===== src/i2cms_pkg.sv =====
// shared types and constants for the i2c master bit sequencer
// used by the front, queue, back and top level modules
`default_nettype none

package i2cms_pkg;

   localparam int BITS_PER_BYTE = 8;
   localparam int BYTE_W        = BITS_PER_BYTE;
   localparam int TICKS_W       = 16;
   localparam int PHASE_W       = 5;
   localparam int QUEUE_DEPTH   = 4;
   localparam int QUEUE_AW      = $clog2(QUEUE_DEPTH);
   localparam int QUEUE_CW      = $clog2(QUEUE_DEPTH + 1);

   localparam logic [TICKS_W-1:0] TICKS_RESET = TICKS_W'(1);

   typedef enum logic [2:0] {
      FUNC_START = 3'd0,
      FUNC_STOP  = 3'd1,
      FUNC_WRITE = 3'd2,
      FUNC_READ  = 3'd3,
      FUNC_SACK  = 3'd4,
      FUNC_RACK  = 3'd5
   } func_type;

   // one classified tick as it travels from front to back
   typedef struct packed {
      logic              launch_ok;
      func_type          func;
      logic [BYTE_W-1:0] shift_init;
      logic              sda_in;
   } item_type;

   // number of line phases in each command
   function automatic logic [PHASE_W-1:0] seq_len(input func_type cmd);
      logic [PHASE_W-1:0] len;
      unique case (cmd)
         FUNC_START: len = PHASE_W'(4);
         FUNC_STOP:  len = PHASE_W'(3);
         FUNC_WRITE: len = PHASE_W'(3 * BITS_PER_BYTE);
         FUNC_READ:  len = PHASE_W'(1 + 2 * BITS_PER_BYTE);
         default:    len = PHASE_W'(3);
      endcase
      return len;
   endfunction

endpackage

`default_nettype wire


===== src/i2cms_front.sv =====
// front end: takes tick words from the request channel and classifies them
// depends on i2cms_pkg
`default_nettype none

module i2cms_front (
   input  wire logic                        req_valid,
   output logic                             req_stall,
   input  wire logic                        req_cmd_valid,
   input  wire logic [2:0]                  req_func,
   input  wire logic [i2cms_pkg::BYTE_W-1:0] req_tx_byte,
   input  wire logic                        req_ack_bit,
   input  wire logic                        req_sda_in,
   input  wire logic                        queue_full,
   output logic                             push,
   output i2cms_pkg::item_type              push_item
);
   import i2cms_pkg::*;

   func_type func;

   always_comb begin
      func      = func_type'(req_func);
      req_stall = queue_full;
      push      = req_valid && !queue_full;

      // codes past receive ack never launch a command
      push_item.launch_ok = req_cmd_valid && (req_func <= 3'(FUNC_RACK));
      push_item.func      = func;
      push_item.sda_in    = req_sda_in;
      if (req_func == 3'(FUNC_WRITE)) begin
         push_item.shift_init = req_tx_byte;
      end else if (req_func == 3'(FUNC_SACK)) begin
         push_item.shift_init = {{(BYTE_W-1){1'b0}}, req_ack_bit};
      end else begin
         push_item.shift_init = '0;
      end
   end

endmodule

`default_nettype wire


===== src/i2cms_queue.sv =====
// short fifo of classified tick words between front and back
// depends on i2cms_pkg
`default_nettype none

module i2cms_queue (
   input  wire logic                clock,
   input  wire logic                reset,
   input  wire logic                push,
   input  wire i2cms_pkg::item_type push_item,
   output logic                     full,
   output logic                     head_valid,
   output i2cms_pkg::item_type      head_item,
   input  wire logic                pop
);
   import i2cms_pkg::*;

   item_type             slot_ff [QUEUE_DEPTH];
   logic [QUEUE_AW-1:0]  wr_ptr_ff, wr_ptr_in;
   logic [QUEUE_AW-1:0]  rd_ptr_ff, rd_ptr_in;
   logic [QUEUE_CW-1:0]  count_ff, count_in;

   always_comb begin
      full       = (count_ff == QUEUE_CW'(QUEUE_DEPTH));
      head_valid = (count_ff != '0);
      head_item  = slot_ff[rd_ptr_ff];
      wr_ptr_in  = push ? wr_ptr_ff + QUEUE_AW'(1) : wr_ptr_ff;
      rd_ptr_in  = pop ? rd_ptr_ff + QUEUE_AW'(1) : rd_ptr_ff;
      count_in   = count_ff;
      if (push && !pop) begin
         count_in = count_ff + QUEUE_CW'(1);
      end else if (pop && !push) begin
         count_in = count_ff - QUEUE_CW'(1);
      end
   end

   always_ff @(posedge clock) begin
      if (reset) begin
         wr_ptr_ff <= '0;
         rd_ptr_ff <= '0;
         count_ff  <= '0;
      end else begin
         wr_ptr_ff <= wr_ptr_in;
         rd_ptr_ff <= rd_ptr_in;
         count_ff  <= count_in;
      end
   end

   always_ff @(posedge clock) begin
      if (push) begin
         slot_ff[wr_ptr_ff] <= push_item;
      end
   end

endmodule

`default_nettype wire


===== src/i2cms_back.sv =====
// back end: line sequencer state, phase timing and the registered response
// depends on i2cms_pkg
`default_nettype none

module i2cms_back (
   input  wire logic                         clock,
   input  wire logic                         reset,
   input  wire logic                         csr_valid,
   output logic                              csr_ready,
   input  wire logic [i2cms_pkg::TICKS_W-1:0] csr_phase_ticks,
   input  wire logic                         head_valid,
   input  wire i2cms_pkg::item_type          head_item,
   output logic                              pop,
   output logic                              rsp_valid,
   input  wire logic                         rsp_stall,
   output logic                              rsp_scl_level,
   output logic                              rsp_sda_level,
   output logic                              rsp_busy_res,
   output logic                              rsp_done_res,
   output logic [i2cms_pkg::BYTE_W-1:0]      rsp_rx_byte,
   output logic                              rsp_rx_ack,
   output logic                              rsp_nack_seen
);
   import i2cms_pkg::*;

   logic [TICKS_W-1:0] ticks_ff;
   func_type           cmd_ff, cmd_in;
   logic [PHASE_W-1:0] phase_ff, phase_in;
   logic [TICKS_W-1:0] hold_ff, hold_in;
   logic [1:0]         sub_ff, sub_in;
   logic [BYTE_W-1:0]  shift_ff, shift_in;
   logic               busy_ff, busy_in;
   logic               scl_ff, scl_in;
   logic               sda_ff, sda_in;
   logic               rack_ff, rack_in;
   logic               nack_ff, nack_in;
   logic [BYTE_W-1:0]  rx_ff, rx_in;
   logic               out_valid_ff, out_valid_in;
   logic               done;

   logic               launch;
   func_type           cmd;
   logic [PHASE_W-1:0] phase;
   logic [PHASE_W-1:0] phase_inc;
   logic [TICKS_W-1:0] hold;
   logic [TICKS_W:0]   hold_inc;
   logic [TICKS_W:0]   limit;
   logic [1:0]         sub;
   logic [BYTE_W-1:0]  shift;
   logic               phase_end;

   assign csr_ready = 1'b1;

   always_comb begin
      pop          = head_valid && (!out_valid_ff || !rsp_stall);
      out_valid_in = pop || (out_valid_ff && rsp_stall);

      launch    = !busy_ff && head_item.launch_ok;
      cmd       = launch ? head_item.func : cmd_ff;
      phase     = launch ? '0 : phase_ff;
      hold      = launch ? '0 : hold_ff;
      sub       = launch ? '0 : sub_ff;
      shift     = launch ? head_item.shift_init : shift_ff;
      phase_inc = phase + PHASE_W'(1);
      hold_inc  = {1'b0, hold} + (TICKS_W+1)'(1);
      limit     = {1'b0, (ticks_ff == '0) ? TICKS_W'(1) : ticks_ff};
      phase_end = (hold_inc >= limit);

      cmd_in   = cmd;
      phase_in = phase;
      hold_in  = hold;
      sub_in   = sub;
      shift_in = shift;
      busy_in  = busy_ff || launch;
      scl_in   = scl_ff;
      sda_in   = sda_ff;
      rack_in  = rack_ff;
      nack_in  = nack_ff;
      rx_in    = rx_ff;
      done     = 1'b0;

      if (!pop) begin
         cmd_in   = cmd_ff;
         phase_in = phase_ff;
         hold_in  = hold_ff;
         sub_in   = sub_ff;
         shift_in = shift_ff;
         busy_in  = busy_ff;
      end else if (busy_ff || launch) begin
         // line write happens on the first tick of each phase
         if (hold == '0) begin
            unique case (cmd)
               FUNC_START: begin
                  if (phase == PHASE_W'(0)) sda_in = 1'b1;
                  else if (phase == PHASE_W'(1)) scl_in = 1'b1;
                  else if (phase == PHASE_W'(2)) sda_in = 1'b0;
                  else scl_in = 1'b0;
               end
               FUNC_STOP: begin
                  if (phase == PHASE_W'(0)) sda_in = 1'b0;
                  else if (phase == PHASE_W'(1)) scl_in = 1'b1;
                  else sda_in = 1'b1;
               end
               FUNC_WRITE: begin
                  if (sub == 2'd0) sda_in = shift[BYTE_W-1];
                  else scl_in = (sub == 2'd1);
               end
               FUNC_READ: begin
                  if (phase == PHASE_W'(0)) sda_in = 1'b1;
                  else scl_in = phase[0];
               end
               FUNC_SACK: begin
                  if (phase == PHASE_W'(0)) sda_in = shift[0];
                  else scl_in = (phase == PHASE_W'(1));
               end
               default: begin
                  if (phase == PHASE_W'(0)) sda_in = 1'b1;
                  else scl_in = (phase == PHASE_W'(1));
               end
            endcase
         end

         hold_in = hold_inc[TICKS_W-1:0];
         if (phase_end) begin
            // sample at the end of the scl high phase
            if (cmd == FUNC_READ && phase[0]) begin
               shift_in = {shift[BYTE_W-2:0], head_item.sda_in};
            end else if (cmd == FUNC_RACK && phase == PHASE_W'(1)) begin
               rack_in = head_item.sda_in;
               nack_in = nack_ff || head_item.sda_in;
            end
            // write byte: three phases per bit, next bit after scl low
            if (cmd == FUNC_WRITE) begin
               if (sub == 2'd2) begin
                  sub_in   = 2'd0;
                  shift_in = {shift[BYTE_W-2:0], 1'b0};
               end else begin
                  sub_in = sub + 2'd1;
               end
            end
            hold_in  = '0;
            phase_in = phase_inc;
            if (phase_inc >= seq_len(cmd)) begin
               if (cmd == FUNC_READ) rx_in = shift_in;
               busy_in  = 1'b0;
               phase_in = '0;
               done     = 1'b1;
            end
         end
      end
   end

   always_ff @(posedge clock) begin
      if (reset) begin
         ticks_ff     <= TICKS_RESET;
         cmd_ff       <= FUNC_START;
         phase_ff     <= '0;
         hold_ff      <= '0;
         sub_ff       <= '0;
         shift_ff     <= '0;
         busy_ff      <= 1'b0;
         scl_ff       <= 1'b1;
         sda_ff       <= 1'b1;
         rack_ff      <= 1'b0;
         nack_ff      <= 1'b0;
         rx_ff        <= '0;
         out_valid_ff <= 1'b0;
      end else begin
         if (csr_valid && csr_ready) begin
            ticks_ff <= csr_phase_ticks;
         end
         cmd_ff       <= cmd_in;
         phase_ff     <= phase_in;
         hold_ff      <= hold_in;
         sub_ff       <= sub_in;
         shift_ff     <= shift_in;
         busy_ff      <= busy_in;
         scl_ff       <= scl_in;
         sda_ff       <= sda_in;
         rack_ff      <= rack_in;
         nack_ff      <= nack_in;
         rx_ff        <= rx_in;
         out_valid_ff <= out_valid_in;
      end
   end

   // response word register
   always_ff @(posedge clock) begin
      if (pop) begin
         rsp_scl_level <= scl_in;
         rsp_sda_level <= sda_in;
         rsp_busy_res  <= busy_in;
         rsp_done_res  <= done;
         rsp_rx_byte   <= rx_in;
         rsp_rx_ack    <= rack_in;
         rsp_nack_seen <= nack_in;
      end
   end

   assign rsp_valid = out_valid_ff;

endmodule

`default_nettype wire


===== src/i2c_master_bit_sequencer.sv =====
// i2c master bit sequencer: one tick word in, one line-state word out
// a word accepted is held in the queue, then written to the response register when popped
// throughput: one word per cycle unless the queue fills or the response stalls; the sequencer step is combinational
// a 4-deep queue between front and back absorbs response stalls
// reset: synchronous; lines released, idle, phase_ticks back to 1
// top level, depends on i2cms_pkg, i2cms_front, i2cms_queue, i2cms_back
`default_nettype none

module i2c_master_bit_sequencer (
   input  wire logic                          clock,
   input  wire logic                          reset,
   input  wire logic                          req_valid,
   output logic                               req_stall,
   input  wire logic                          req_cmd_valid,
   input  wire logic [2:0]                    req_func,
   input  wire logic [i2cms_pkg::BYTE_W-1:0]  req_tx_byte,
   input  wire logic                          req_ack_bit,
   input  wire logic                          req_sda_in,
   output logic                               rsp_valid,
   input  wire logic                          rsp_stall,
   output logic                               rsp_scl_level,
   output logic                               rsp_sda_level,
   output logic                               rsp_busy_res,
   output logic                               rsp_done_res,
   output logic [i2cms_pkg::BYTE_W-1:0]       rsp_rx_byte,
   output logic                               rsp_rx_ack,
   output logic                               rsp_nack_seen,
   input  wire logic                          csr_valid,
   output logic                               csr_ready,
   input  wire logic [i2cms_pkg::TICKS_W-1:0] csr_phase_ticks
);
   import i2cms_pkg::*;

   logic     queue_full;
   logic     push;
   item_type push_item;
   logic     head_valid;
   item_type head_item;
   logic     pop;

   i2cms_front u_front (
      .req_valid     (req_valid),
      .req_stall     (req_stall),
      .req_cmd_valid (req_cmd_valid),
      .req_func      (req_func),
      .req_tx_byte   (req_tx_byte),
      .req_ack_bit   (req_ack_bit),
      .req_sda_in    (req_sda_in),
      .queue_full    (queue_full),
      .push          (push),
      .push_item     (push_item)
   );

   i2cms_queue u_queue (
      .clock      (clock),
      .reset      (reset),
      .push       (push),
      .push_item  (push_item),
      .full       (queue_full),
      .head_valid (head_valid),
      .head_item  (head_item),
      .pop        (pop)
   );

   i2cms_back u_back (
      .clock           (clock),
      .reset           (reset),
      .csr_valid       (csr_valid),
      .csr_ready       (csr_ready),
      .csr_phase_ticks (csr_phase_ticks),
      .head_valid      (head_valid),
      .head_item       (head_item),
      .pop             (pop),
      .rsp_valid       (rsp_valid),
      .rsp_stall       (rsp_stall),
      .rsp_scl_level   (rsp_scl_level),
      .rsp_sda_level   (rsp_sda_level),
      .rsp_busy_res    (rsp_busy_res),
      .rsp_done_res    (rsp_done_res),
      .rsp_rx_byte     (rsp_rx_byte),
      .rsp_rx_ack      (rsp_rx_ack),
      .rsp_nack_seen   (rsp_nack_seen)
   );

endmodule

`default_nettype wire


===== config.mk =====
export PLATFORM = sky130hd
export DESIGN_NAME = i2c_master_bit_sequencer
export DESIGN_NICKNAME = d
export VERILOG_FILES = /design/src/i2cms_pkg.sv /design/src/i2cms_front.sv /design/src/i2cms_queue.sv /design/src/i2cms_back.sv /design/src/i2c_master_bit_sequencer.sv
export SDC_FILE = /design/constraint.sdc
export NUM_CORES = 1
export LEC_CHECK = 0
export ABC_AREA = 1
export BUFFER_PORTS_ARGS = -buffer_cell sky130_fd_sc_hd__buf_2
export CORE_ASPECT_RATIO = 1.5
export CORE_MARGIN = 2
export CORE_UTILIZATION = 39
export DETAILED_ROUTE_END_ITERATION = 8
export SETUP_SLACK_MARGIN = 0.4
export SYNTH_ARGS = -nofsm -noshare
export SYNTH_HDL_FRONTEND = slang
export SYNTH_HIERARCHICAL = 1
export SYNTH_SLANG_ARGS = --single-unit

===== constraint.sdc =====
create_clock -name clock -period 4.8 [get_ports clock]
set_input_delay 0.24 -clock clock [delete_from_list [all_inputs] [get_ports clock]]
set_output_delay 0.24 -clock clock [all_outputs]
set_load 0.02 [all_outputs]

==> results by group, run 1 <==
Power
  – Sw Ratio: between 40% and 50%
  – Net Sw Power: between 2 and 2.5 mW
  – Clock Power Share: 24.8%
  – Pwr/cell area: 590.7 nW/um2
  – Peak supply drop: between 0.0002 and 0.0003 V
  – Seq pwr share: a little under a third
  – Total internal power: approximately 2.9 mW
  – Gate power share: 43.7%
  – Leakage: between 3 and 4 nW

Synth
  – Largest cells by area after synthesis: edfxtp_1 (27%), dfxtp_1 (20%), nand2_1 (7.7%)
  – Synthesized area: ~7300 um2
  – Synth warn: 6
  – Synth area leader: edfxtp_1
  – Yosys reg bits: 139
  – Synth Net Count: between 900 and 1000
  – Yosys cell types: between 50 and 60
  – Synth Instances: 864
  – Synthesized area per cell: roughly 8.5 um2
  – Post-synth top area share: 27.06%
  – Asr flop ratio synth: 0%
  – Post-synth EDFFs: 66
  – Commonest register cell after synthesis: dfxtp_1
  – Register area share after synthesis: between 40% and 50%

Worst hold path
  – Min-delay worst type: input pin to register

Layout
  – Fin cells: approximately 1200
  – Most frequent cells in the layout: nand2_1 (147), inv_1 (116), nor2_1 (76), dfxtp_1 (72), edfxtp_1 (66)
  – # diodes: 0
  – Nets: ~990
  – Share of layout cells above drive strength 1: 17.51%
  – Area grow syn2layout: 14.73%
  – Commonest non-fill, non-tap cell in the layout: nand2_1

Routing
  – DRC Markers: 0
  – Routed len/inst: approximately 15 um
  – First-pass DRT Iterations: 5
  – Routed Antenna Nets: 0
  – Via/cell ratio: around 5.0
  – Routed wire length: around 17 mm
  – Vias: 5903
  – Initial DRC Count: approximately 360

GRT
  – Largest net degree at the start of global routing: 42
  – Initial antenna violation count: 0
  – First-pass GRT wire length: 26.49 mm
  – GRT overflow: 0
  – Vias in the first global route: approximately 5400
  – Tot GR Track Use: ~17%

Clocking
  – Worst-path clk slew: 60 ps
  – CTS Hold Buffers Added: 0
  – Worst-Skew Late Latency: ~420 ps
  – Clock sinks: 139
  – CTS Buf Count: 17
  – CTS tree: done
  – H-tree depth: 4
  – Max Root-Sink Buffers: 2
  – Root Buffer: clkbuf_16

Setup path
  – CP max stage delay: ~350 ps
  – Worst-path fanout max: 10
  – CP arrival: 4330 ps
  – CP max stage cell: dfxtp_2
  – Startpoint Class: register
  – Critical path required time: between 4000 and 5000 ps
  – WP buf/inv: 4
  – Worst Setup End Kind: register
  – Critical path's top delay family: simple AND/OR/NAND/NOR gates
  – Crit path kind: register to register
  – CP Cell Sequence: buf_4, o21ai_1, o22ai_2, inv_1, nor2_4, nor2_2, ha_1, nand4_1, nor2_2, nand4_1, nor3_2, nand3_1, xor2_1, ha_1, nand2_1, nor3_1, a31o_2, nor2_4, nand2_4, nand3_4, buf_12, buf_4, nand2_1, o21ai_1

Outcome
  – Status: finished clean

STA
  – Final count of negative-setup-slack endpoints: 0
  – Fin crit share: between 80% and 90%
  – Post-layout min period: roughly 4200 ps
  – Setup TNS: 0 ps
  – Endpoints failing hold: 0
  – Slew Limit Fails: 0
  – Skew final: 10.56 ps
  – Slew headroom: a little over two fifths
  – RSZ-0062 raised after global routing: false
  – Slew @ Worst Pin: roughly 850 ps
  – F_max: 239.4 MHz

Placed design
  – Detailed placer's ending HPWL: ~12 mm
  – GP Congestion: ~0.86
  – Dpl cells: ~1100
  – Port bufs: 50

Die
  – Ports: 52
  – Die Y: 171.8 um
  – Num rows: 61
  – Die area: approximately 20000 um2
  – Core area: between 15000 and 20000 um2
  – Die X: between 100 and 150 um
  – Initial Util: a little under 40%

Job
  – Max-cap violations: 0
[synthesized netlist by cell type (2+ instances only)]
cell / instances
nand2_1: 150
nor3_4: 2
dfxtp_1: 73
ha_1: 32
xor2_1: 11
o21ai_1: 22
nand4_1: 15
nor2_4: 3
o22ai_1: 13
buf_2: 5
o21ai_2: 2
a21oi_1: 56
buf_4: 8
nand2_4: 6
or2_2: 8
nor3_1: 10
inv_2: 4
buf_12: 2
inv_1: 116
nand2_2: 6
nor4_1: 6
nand3_4: 2
nor2_2: 9
nand3_2: 3
edfxtp_1: 66
xnor2_1: 5
o21ai_0: 66
a31oi_1: 8
buf_8: 2
o21a_1: 2
buf_6: 6
nand3_1: 36
nor2_1: 78
clkbuf_1: 13
[cell type report]
type	count	area, um2
repair buffers	71	436.7
fillers	1898	10070
flip-flops and latches	139	3445
clock inverters	14	121.4
inverters	121	461.7
clock buffers	18	429.2
well taps	252	315.3
multi-input cells	568	3193
[what timing repair did]
item                                   in CTS  in global routing
buffers inserted                            0                 11
pin swaps                                   0                  6
endpoints found under the hold margin       0                  0
cloned                                      0                  1
setup endpoints to repair                  34                 53
gates resized for setup                     2                 15
[routing by layer]
layer / global-route usage (%) / up-vias / part of all wire (%)
met5: 0 / - / 0
met4: 7.660 / 0 / 2.5
met3: 2.819 / 31 / 3.1
met2: 32.06 / 117 / 55
met1: 18.91 / 2784 / 39
li1: - / 2971 / -
[sequential cells by signal, summed over array words and instances (netlist names), 2 cells and up, named ones only]
signal / flops
u_queue/rd_ptr_ff: 2
u_back/shift_ff: 8
u_back/cmd_ff: 3
u_queue/wr_ptr_ff: 2
u_back/sub_ff: 2
u_back/hold_ff: 16
u_back/phase_ff: 5
u_queue/count_ff: 3
u_back/ticks_ff: 16
u_queue/slot_ff: 52
u_back/rx_ff: 8
u_back/rsp_rx_byte: 8
[final timing paths]
kind	startpoint	endpoint	slack, ps	cells after the start
worst max-delay path	register	u_back/rsp_rx_byte[0]	620	24
worst min-delay path	req_sda_in	u_queue/slot_ff[2][0]	50	1
worst max register to register	register	u_back/rsp_rx_byte[0]	620	24
worst min register to register	u_back/shift_ff[7]	u_back/shift_ff[7]	460	2
[logic make-up (layout without fill, tap and decap cells)]
logic type	count (synthesis)	count (layout)	share of synthesized area, %
fa+ha+maj	33	33	5.741
other cells	1	1	0.05121
compound gates	178	178	13.21
simple gates	339	340	22.01
buf+inv	158	224	10.06
flops	139	139	47.02
xor+xnor	16	16	1.913
[per-stage QoR]
step | area, um2 | total power [mW] | setup WS (ps) | utilization (%) | hold slack [ps]
after detailed placement | 7689 | 3.681 | 309.8 | 41.63 | 457.4
after CTS | 8247 | 4.932 | 411.1 | 44.65 | 38.06
after global placement | 7689 | 3.669 | 468.7 | 41.63 | 443.6
after global routing | 8402 | 5.304 | 405.6 | 45.49 | 40.83
final | 8402 | 4.963 | 622.7 | 45.49 | 49.83
after floorplan | 7323 | 3.200 | 737.5 | - | 312.4
[power groups by stage]
stage               clock network (mW)  logic (mW)  registers, mW
floorplan                            0        1.56           1.64
global placement                     0        2.08           1.59
detailed placement                   0        2.09           1.59
CTS                               1.26        2.11           1.56
global route                      1.32        2.40           1.59
finish                            1.23        2.17           1.56
No activity file was read; power rests on OpenSTA's default activity.
==> run 2: changes to the inputs <==
Settings changed: CTS_BUF_LIST from default to sky130_fd_sc_hd__clkbuf_2.
==> run 2 against run 1 <==
Fmax shrank 0.54%. Critical path type unchanged. Sequential cell count is the same. Hold slack gained 56 ps. Clock skew grew 35 ps. Count of clock-buffer cells in the layout is the same. Combinational power is essentially flat. Largest cell class unchanged. Cell count grew 3.0%. Routed wire length grew 1.9%. Global-route usage grew 0.19 points. First-iteration DRC count shrank 13%.
==> results by group, run 2 (synthesis gave the netlist of run 1 again) <==
Outcome
  – Status: finished clean

Power
  – Gate power share: around half
  – Sw Ratio: 46.63%
  – Leakage: about 3.7 nW
  – Clock Power Share: around 15%
  – Peak supply drop: just under 0.0002 V
  – Total internal power: approximately 2.3 mW
  – Net Sw Power: between 2 and 2.5 mW
  – Pwr/cell area: approximately 520 nW/um2
  – Seq pwr share: around 36%

Setup path
  – Startpoint Class: register
  – Crit path kind: register to register
  – Worst-path fanout max: 10
  – CP max stage cell: dfxtp_4
  – Worst Setup End Kind: register
  – Critical path required time: roughly 5200 ps
  – Critical path's top delay family: simple AND/OR/NAND/NOR gates
  – WP buf/inv: 4
  – Flop2flop setup slack: 600 ps
  – CP Cell Sequence: buf_4, o21ai_1, o22ai_2, inv_1, nor2_4, nor2_2, ha_1, nand4_1, nor2_2, nand4_1, nor3_2, nand3_1, xor2_1, ha_1, nand2_1, nor3_1, a31o_2, nor2_4, nand2_4, nand3_4, buf_6, o21ai_1, inv_1
  – WP depth: 23
  – CP max stage delay: approximately 410 ps
  – CP arrival: ~4600 ps
  – Reg2Reg Depth: 23

STA
  – Slew headroom: a little over two fifths
  – Post-layout min period: 4200 ps
  – Fin crit share: 87.50%
  – Setup TNS: 0 ps
  – RSZ-0062 raised after global routing: false
  – Slew @ Worst Pin: approximately 850 ps
  – Endpoints failing hold: 0
  – Skew final: approximately 45 ps
  – Final count of negative-setup-slack endpoints: 0
  – Slew Limit Fails: 0
  – F_max: ~240 MHz

Clocking
  – Root Buffer: clkbuf_2
  – CTS Buf Count: 17
  – Worst-Skew Late Latency: ~660 ps
  – Clock sinks: 139
  – CTS tree: done
  – Max Root-Sink Buffers: 2
  – Worst-path clk slew: 200 ps
  – H-tree depth: 4

Placed design
  – Detailed placer's ending HPWL: around 12 mm
  – Port bufs: 50
  – GP Congestion: between 0.8 and 0.9
  – Post-Place Cell Area: 7689 um2

Routing
  – Via/cell ratio: just under 5
  – Vias: slightly above 6000
  – Routed Antenna Nets: 0
  – Routed len/inst: about 14 um
  – Routed wire length: roughly 18 mm
  – First-pass DRT Iterations: 5
  – Initial DRC Count: 310
  – DRC Markers: 0

Die
  – Ports: 52
  – Die X: 115.9 um
  – Core area: about 18000 um2
  – Num rows: 61
  – Die Y: between 150 and 200 um
  – Die area: 19910 um2
  – Initial Util: around 40%

Layout
  – Share of layout cells above drive strength 1: 16.99%
  – Fin area: approximately 8400 um2
  – Largest regs: u_queue/slot_ff (52), u_back/hold_ff (16), u_back/ticks_ff (16)
  – Commonest non-fill, non-tap cell in the layout: nand2_1
  – Most frequent cells in the layout: nand2_1 (147), inv_1 (116), nor2_1 (76), dfxtp_1 (72), edfxtp_1 (66)
  – Nets: a little over 1000
  – Largest register FFs: 52
  – Area grow syn2layout: 14.81%
  – Top reg by flops: u_queue/slot_ff

GRT
  – GRT overflow: 0
  – First-pass GRT wire length: between 20 and 30 mm
  – Largest net degree at the start of global routing: 42
  – Initial antenna violation count: 1
  – Vias in the first global route: between 5000 and 6000
  – Tot GR Track Use: 17.42%

Worst hold path
  – Min-delay worst type: input pin to register
  – Hold path cells: 3

Job
  – Max-cap violations: 0
## run 2: worst register-to-register path, cell delays in order, from the launching register on
cell	delay (ps)
dfxtp_4	410
buf_4	170
o21ai_1	160
o22ai_2	120
inv_1	120
nor2_4	60
nor2_2	130
ha_1	200
nand4_1	160
nor2_2	190
nand4_1	180
nor3_2	270
nand3_1	120
xor2_1	170
ha_1	300
nand2_1	80
nor3_1	190
a31o_2	220
nor2_4	70
nand2_4	140
nand3_4	140
buf_6	180
o21ai_1	160
inv_1	70
## run 2: repair_timing
action,in CTS,in global routing
setup endpoints to repair,34,46
gates cloned,0,1
hold buffers,34,0
pin swaps,1,5
setup buffers,2,9
endpoints found under the hold margin,71,0
gates resized for setup,3,14
## run 2: metrics by stage
step | hold slack (ps) | instances | total power, mW | setup slack, ps | util (%)
final | 105.5 | 1218 | 4.392 | 600.2 | 45.52
after global routing | 28.30 | 1218 | 4.723 | 396.1 | 45.52
after CTS | 31.40 | 1207 | 4.388 | 468.1 | 44.81
after detailed placement | 457.4 | 1139 | 3.681 | 309.8 | 41.63
after global placement | 443.6 | 1139 | 3.669 | 468.7 | 41.63
after floorplan | 312.4 | 864 | 3.200 | 737.5 | -
## run 2: final cells by class
| cell class | instances | area [um2] |
|---|---|---|
| fillers | 1903 | 10060 |
| flip-flops and latches | 139 | 3447 |
| multi-input cells | 568 | 3193 |
| repair buffers | 105 | 777.0 |
| inverters | 121 | 461.7 |
| well taps | 252 | 315.3 |
| clock inverters | 14 | 121.4 |
| clock buffers | 18 | 90.09 |
| diodes | 1 | 2.502 |
## run 2: layer usage
layer	global-route usage [%]	wire length (um)	vias up	share of wire, %
met5	0	0	-	0
met4	7.195	433	0	2.5
met3	2.713	447	31	2.5
met2	32.88	9786	117	56
met1	19.04	6894	2863	39
li1	-	-	3046	-
## run 2: final timing paths
check,startpoint,end
setup / recovery,register,u_back/rsp_rx_byte[7]
hold / removal,reset,u_back/rx_ff[5]
setup reg to reg,register,u_back/rsp_rx_byte[7]
hold reg to reg,u_queue/rd_ptr_ff[1],register
## run 2: power groups by stage
| stage | logic, mW | registers, mW | clock network, mW |
|---|---|---|---|
| 2_1_floorplan | 1.56 | 1.64 | 0 |
| 6_report | 2.19 | 1.56 | 0.640 |
| 4_1_cts | 2.16 | 1.56 | 0.664 |
| 3_5_place_dp | 2.09 | 1.59 | 0 |
| 3_3_place_gp | 2.08 | 1.59 | 0 |
| 5_1_grt | 2.42 | 1.59 | 0.717 |
==> run 3: changes to the inputs <==
Settings changed: ABC_AREA 1 to default, CORE_MARGIN 2 to 5, REMOVE_ABC_BUFFERS from default to 1.
==> run 3 against run 2 <==
Sequential cell count is the same. Largest cell class unchanged. Clock skew down 7.9 ps. Cell count fell by 18%. Highest routed layer unchanged. Cell area shrank 0.31%.
==> results by group, run 3 <==
Synth
  – Yosys cell types: 73
  – Post-synth top area share: 28.15%
  – Largest cells by area after synthesis: edfxtp_1 (28%), dfxtp_1 (21%), ha_1 (5.7%)
  – Synth area leader: edfxtp_1
  – Most frequent cell after synthesis: dfxtp_1
  – Synth top cells by count: dfxtp_1 (73), edfxtp_1 (66), nand2_1 (60)
  – Asr flop ratio synth: 0%
  – Synthesized area: 7041 um2
  – Post-synth EDFFs: 66
  – Synth warn: 6
  – Register area share after synthesis: roughly 49%
  – Synth Instances: around 660
  – Synthesized area per cell: ~11 um2
  – Commonest register cell after synthesis: dfxtp_1
  – Yosys reg bits: about 140

Placed design
  – Post-place setup slack: roughly 260 ps
  – Dpl cells: 909
  – Detailed placer's ending HPWL: between 10 and 15 mm
  – GP Congestion: roughly 0.9
  – Port bufs: 50

Setup path
  – WP depth: 16
  – CP arrival: just under 5000 ps
  – CP max stage delay: between 500 and 600 ps
  – Reg2Reg Depth: 16
  – Flop2flop setup slack: a little under 600 ps
  – Worst Setup End Kind: register
  – CP max stage cell: mux4_2
  – Critical path required time: about 5400 ps
  – Critical path's most frequent cell: nand2_1
  – FF-to-FF End: u_back/rx_ff[6]
  – Reg2reg start: u_queue/slot_ff[3][12]
  – Crit path kind: register to register
  – Critical path's top delay family: simple AND/OR/NAND/NOR gates
  – CP Cell Sequence: mux4_2, nand2b_4, buf_6, nand2_1, inv_1, ha_2, nand3_1, xor2_1, nor2_1, ha_1, nand2_1, o21a_1, or4_1, a21oi_4, mux2_2, and2_1
  – WP buf/inv: 2
  – Startpoint Class: register
  – Worst-path fanout max: 19

Worst hold path
  – Min-delay worst type: input pin to register
  – Endpoint, Worst Hold: u_queue/wr_ptr_ff[1]
  – HP Start: req_valid
  – Hold path cells: 4

STA
  – F_max: between 200 and 250 MHz
  – Fin worst setup slack: 578.1 ps
  – Slew @ Worst Pin: about 740 ps
  – Slew Limit Fails: 0
  – Fin crit share: 87.96%
  – Final hold slack: slightly above 60 ps
  – Skew final: between 30 and 40 ps
  – Final count of negative-setup-slack endpoints: 0
  – Slew headroom: 50.44%
  – RSZ-0062 raised after global routing: false
  – Setup TNS: 0 ps
  – Post-layout min period: between 4000 and 5000 ps
  – Endpoints failing hold: 0

Layout
  – Largest regs: u_queue/slot_ff (52), u_back/hold_ff (16), u_back/ticks_ff (16)
  – Post-layout util: between 40% and 50%
  – Filler cells: between 1500 and 2000
  – Nets: between 800 and 900
  – Most frequent cells in the layout: dfxtp_1 (72), edfxtp_1 (66), nand2_1 (60), nor2_1 (53), buf_2 (50)
  – Share of layout cells above drive strength 1: 18.58%
  – Fin cells: approximately 1000
  – Largest register FFs: 52
  – Top reg by flops: u_queue/slot_ff
  – Commonest non-fill, non-tap cell in the layout: dfxtp_1
  – Area grow syn2layout: 19.05%

Power
  – Seq pwr share: about two fifths
  – Total internal power: between 2 and 2.5 mW
  – Leakage: around 3.2 nW
  – Pwr/cell area: ~480 nW/um2
  – Peak supply drop: around 0.00027 V
  – Sw Ratio: between 30% and 40%
  – Gate power share: around two fifths
  – Net Sw Power: 1.566 mW
  – Clock Power Share: between 20% and 30%

Clocking
  – Worst-path clk slew: 210 ps
  – CTS tree: done
  – Worst-Skew Late Latency: around 720 ps
  – Max Root-Sink Buffers: 2
  – H-tree depth: 4
  – CTS Buf Count: 17
  – Root Buffer: clkbuf_2
  – Clock sinks: approximately 140

Routing
  – Routed len/inst: between 15 and 20 um
  – DRC Markers: 0
  – Routed Antenna Nets: 0
  – Initial DRC Count: ~290
  – Routed wire length: approximately 17 mm
  – Via/cell ratio: approximately 5.5
  – First-pass DRT Iterations: 5
  – Vias: roughly 5500

Die
  – Die Y: ~170 um
  – Num rows: 60
  – Die area: approximately 21000 um2
  – Die X: 119.7 um
  – Initial Util: approximately 39%
  – Core area: ~18000 um2
  – Ports: 52

GRT
  – Initial antenna violation count: 1
  – GRT overflow: 0
  – Tot GR Track Use: 16.64%
  – Vias in the first global route: around 5800
  – Largest net degree at the start of global routing: 54
  – First-pass GRT wire length: 27.69 mm

Outcome
  – Status: finished clean

Job
  – Max-cap violations: 0
run 3: cell types whose count changed after synthesis, moves of 13 or more:
cell,previous run,this run
o21ai_1,22,2
nand2_1,150,60
o22ai_1,13,0
and2_1,1,23
o21ai_0,66,12
nor2_1,78,53
a21oi_1,56,35
inv_1,116,32
mux2i_1,0,38
run 3: power by group through the flow:
stage	combinational, mW	clock (mW)	sequential (mW)
floorplan	0.926	0	1.65
global placement	1.51	0	1.58
detailed placement	1.54	0	1.59
CTS	1.59	0.890	1.56
global route	1.75	0.937	1.59
finish	1.62	0.859	1.56
run 3: cells by family (layout without fill, tap and decap cells):
| kind of cell | count (synthesis) | count (layout) | synth area share (%) |
|---|---|---|---|
| flops | 139 | 139 | 48.91 |
| mux | 62 | 62 | 11.48 |
| fa+ha+maj | 33 | 33 | 5.971 |
| buf+inv | 69 | 179 | 4.354 |
| compound gates | 100 | 100 | 9.384 |
| other cells | 1 | 2 | 0.05326 |
| xor+xnor | 21 | 21 | 2.612 |
| simple gates | 238 | 240 | 17.24 |
run 3: worst max-delay path by stage:
stage	startpoint	to
4_1_cts	register	u_back/rx_ff[6]
6_report	u_queue/slot_ff[3][12]	u_back/rx_ff[6]
3_5_place_dp	register	u_back/rack_ff
5_1_grt	u_queue/slot_ff[1][12]	u_back/sub_ff[0]
3_3_place_gp	register	u_back/rack_ff
2_1_floorplan	register	u_back/rsp_rx_byte[2]
run 3: metrics by stage:
step,total power [mW],cell area (um2)
global route,4.278,8382
global placement,3.093,7495
CTS,4.046,8312
finish,4.038,8382
detailed placement,3.130,7495
floorplan,2.577,6858
run 3: cell type report:
| type | instances | area (um2) | area share (%) |
|---|---|---|---|
| clock inverter | 12 | 212.7 | 2.538 |
| antenna | 1 | 2.502 | 0.02986 |
| clock buffer | 19 | 95.09 | 1.134 |
| inverter | 33 | 123.9 | 1.478 |
| tap | 217 | 271.5 | 3.239 |
| multi-input combinational | 457 | 3372 | 40.23 |
| sequential | 139 | 3445 | 41.10 |
| timing repair buffer | 115 | 859.6 | 10.26 |
run 3: timing repair:
item / in CTS / in global routing
endpoints found under the hold margin: 69 / 0
pin swaps: 1 / 5
resized for setup: 5 / 14
setup endpoints to repair: 20 / 53
setup buffers: 1 / 2
gates cloned: 1 / 1
hold buffers: 47 / 0
run 3: worst min-delay path, delay by kind of cell:
family                 cells  cell delay [ps]
muxes                      1              170
buffers and inverters      1               90
and+or+nand+nor            2              250
run 3: per-layer routing:
metal | share of wire (%) | global-route usage (%) | wire, um
met4 | 2.9 | 7.692 | 507
met5 | 0 | 0 | 0
met2 | 55 | 32.26 | 9503
met3 | 4.1 | 3.288 | 711
met1 | 38 | 16.72 | 6576
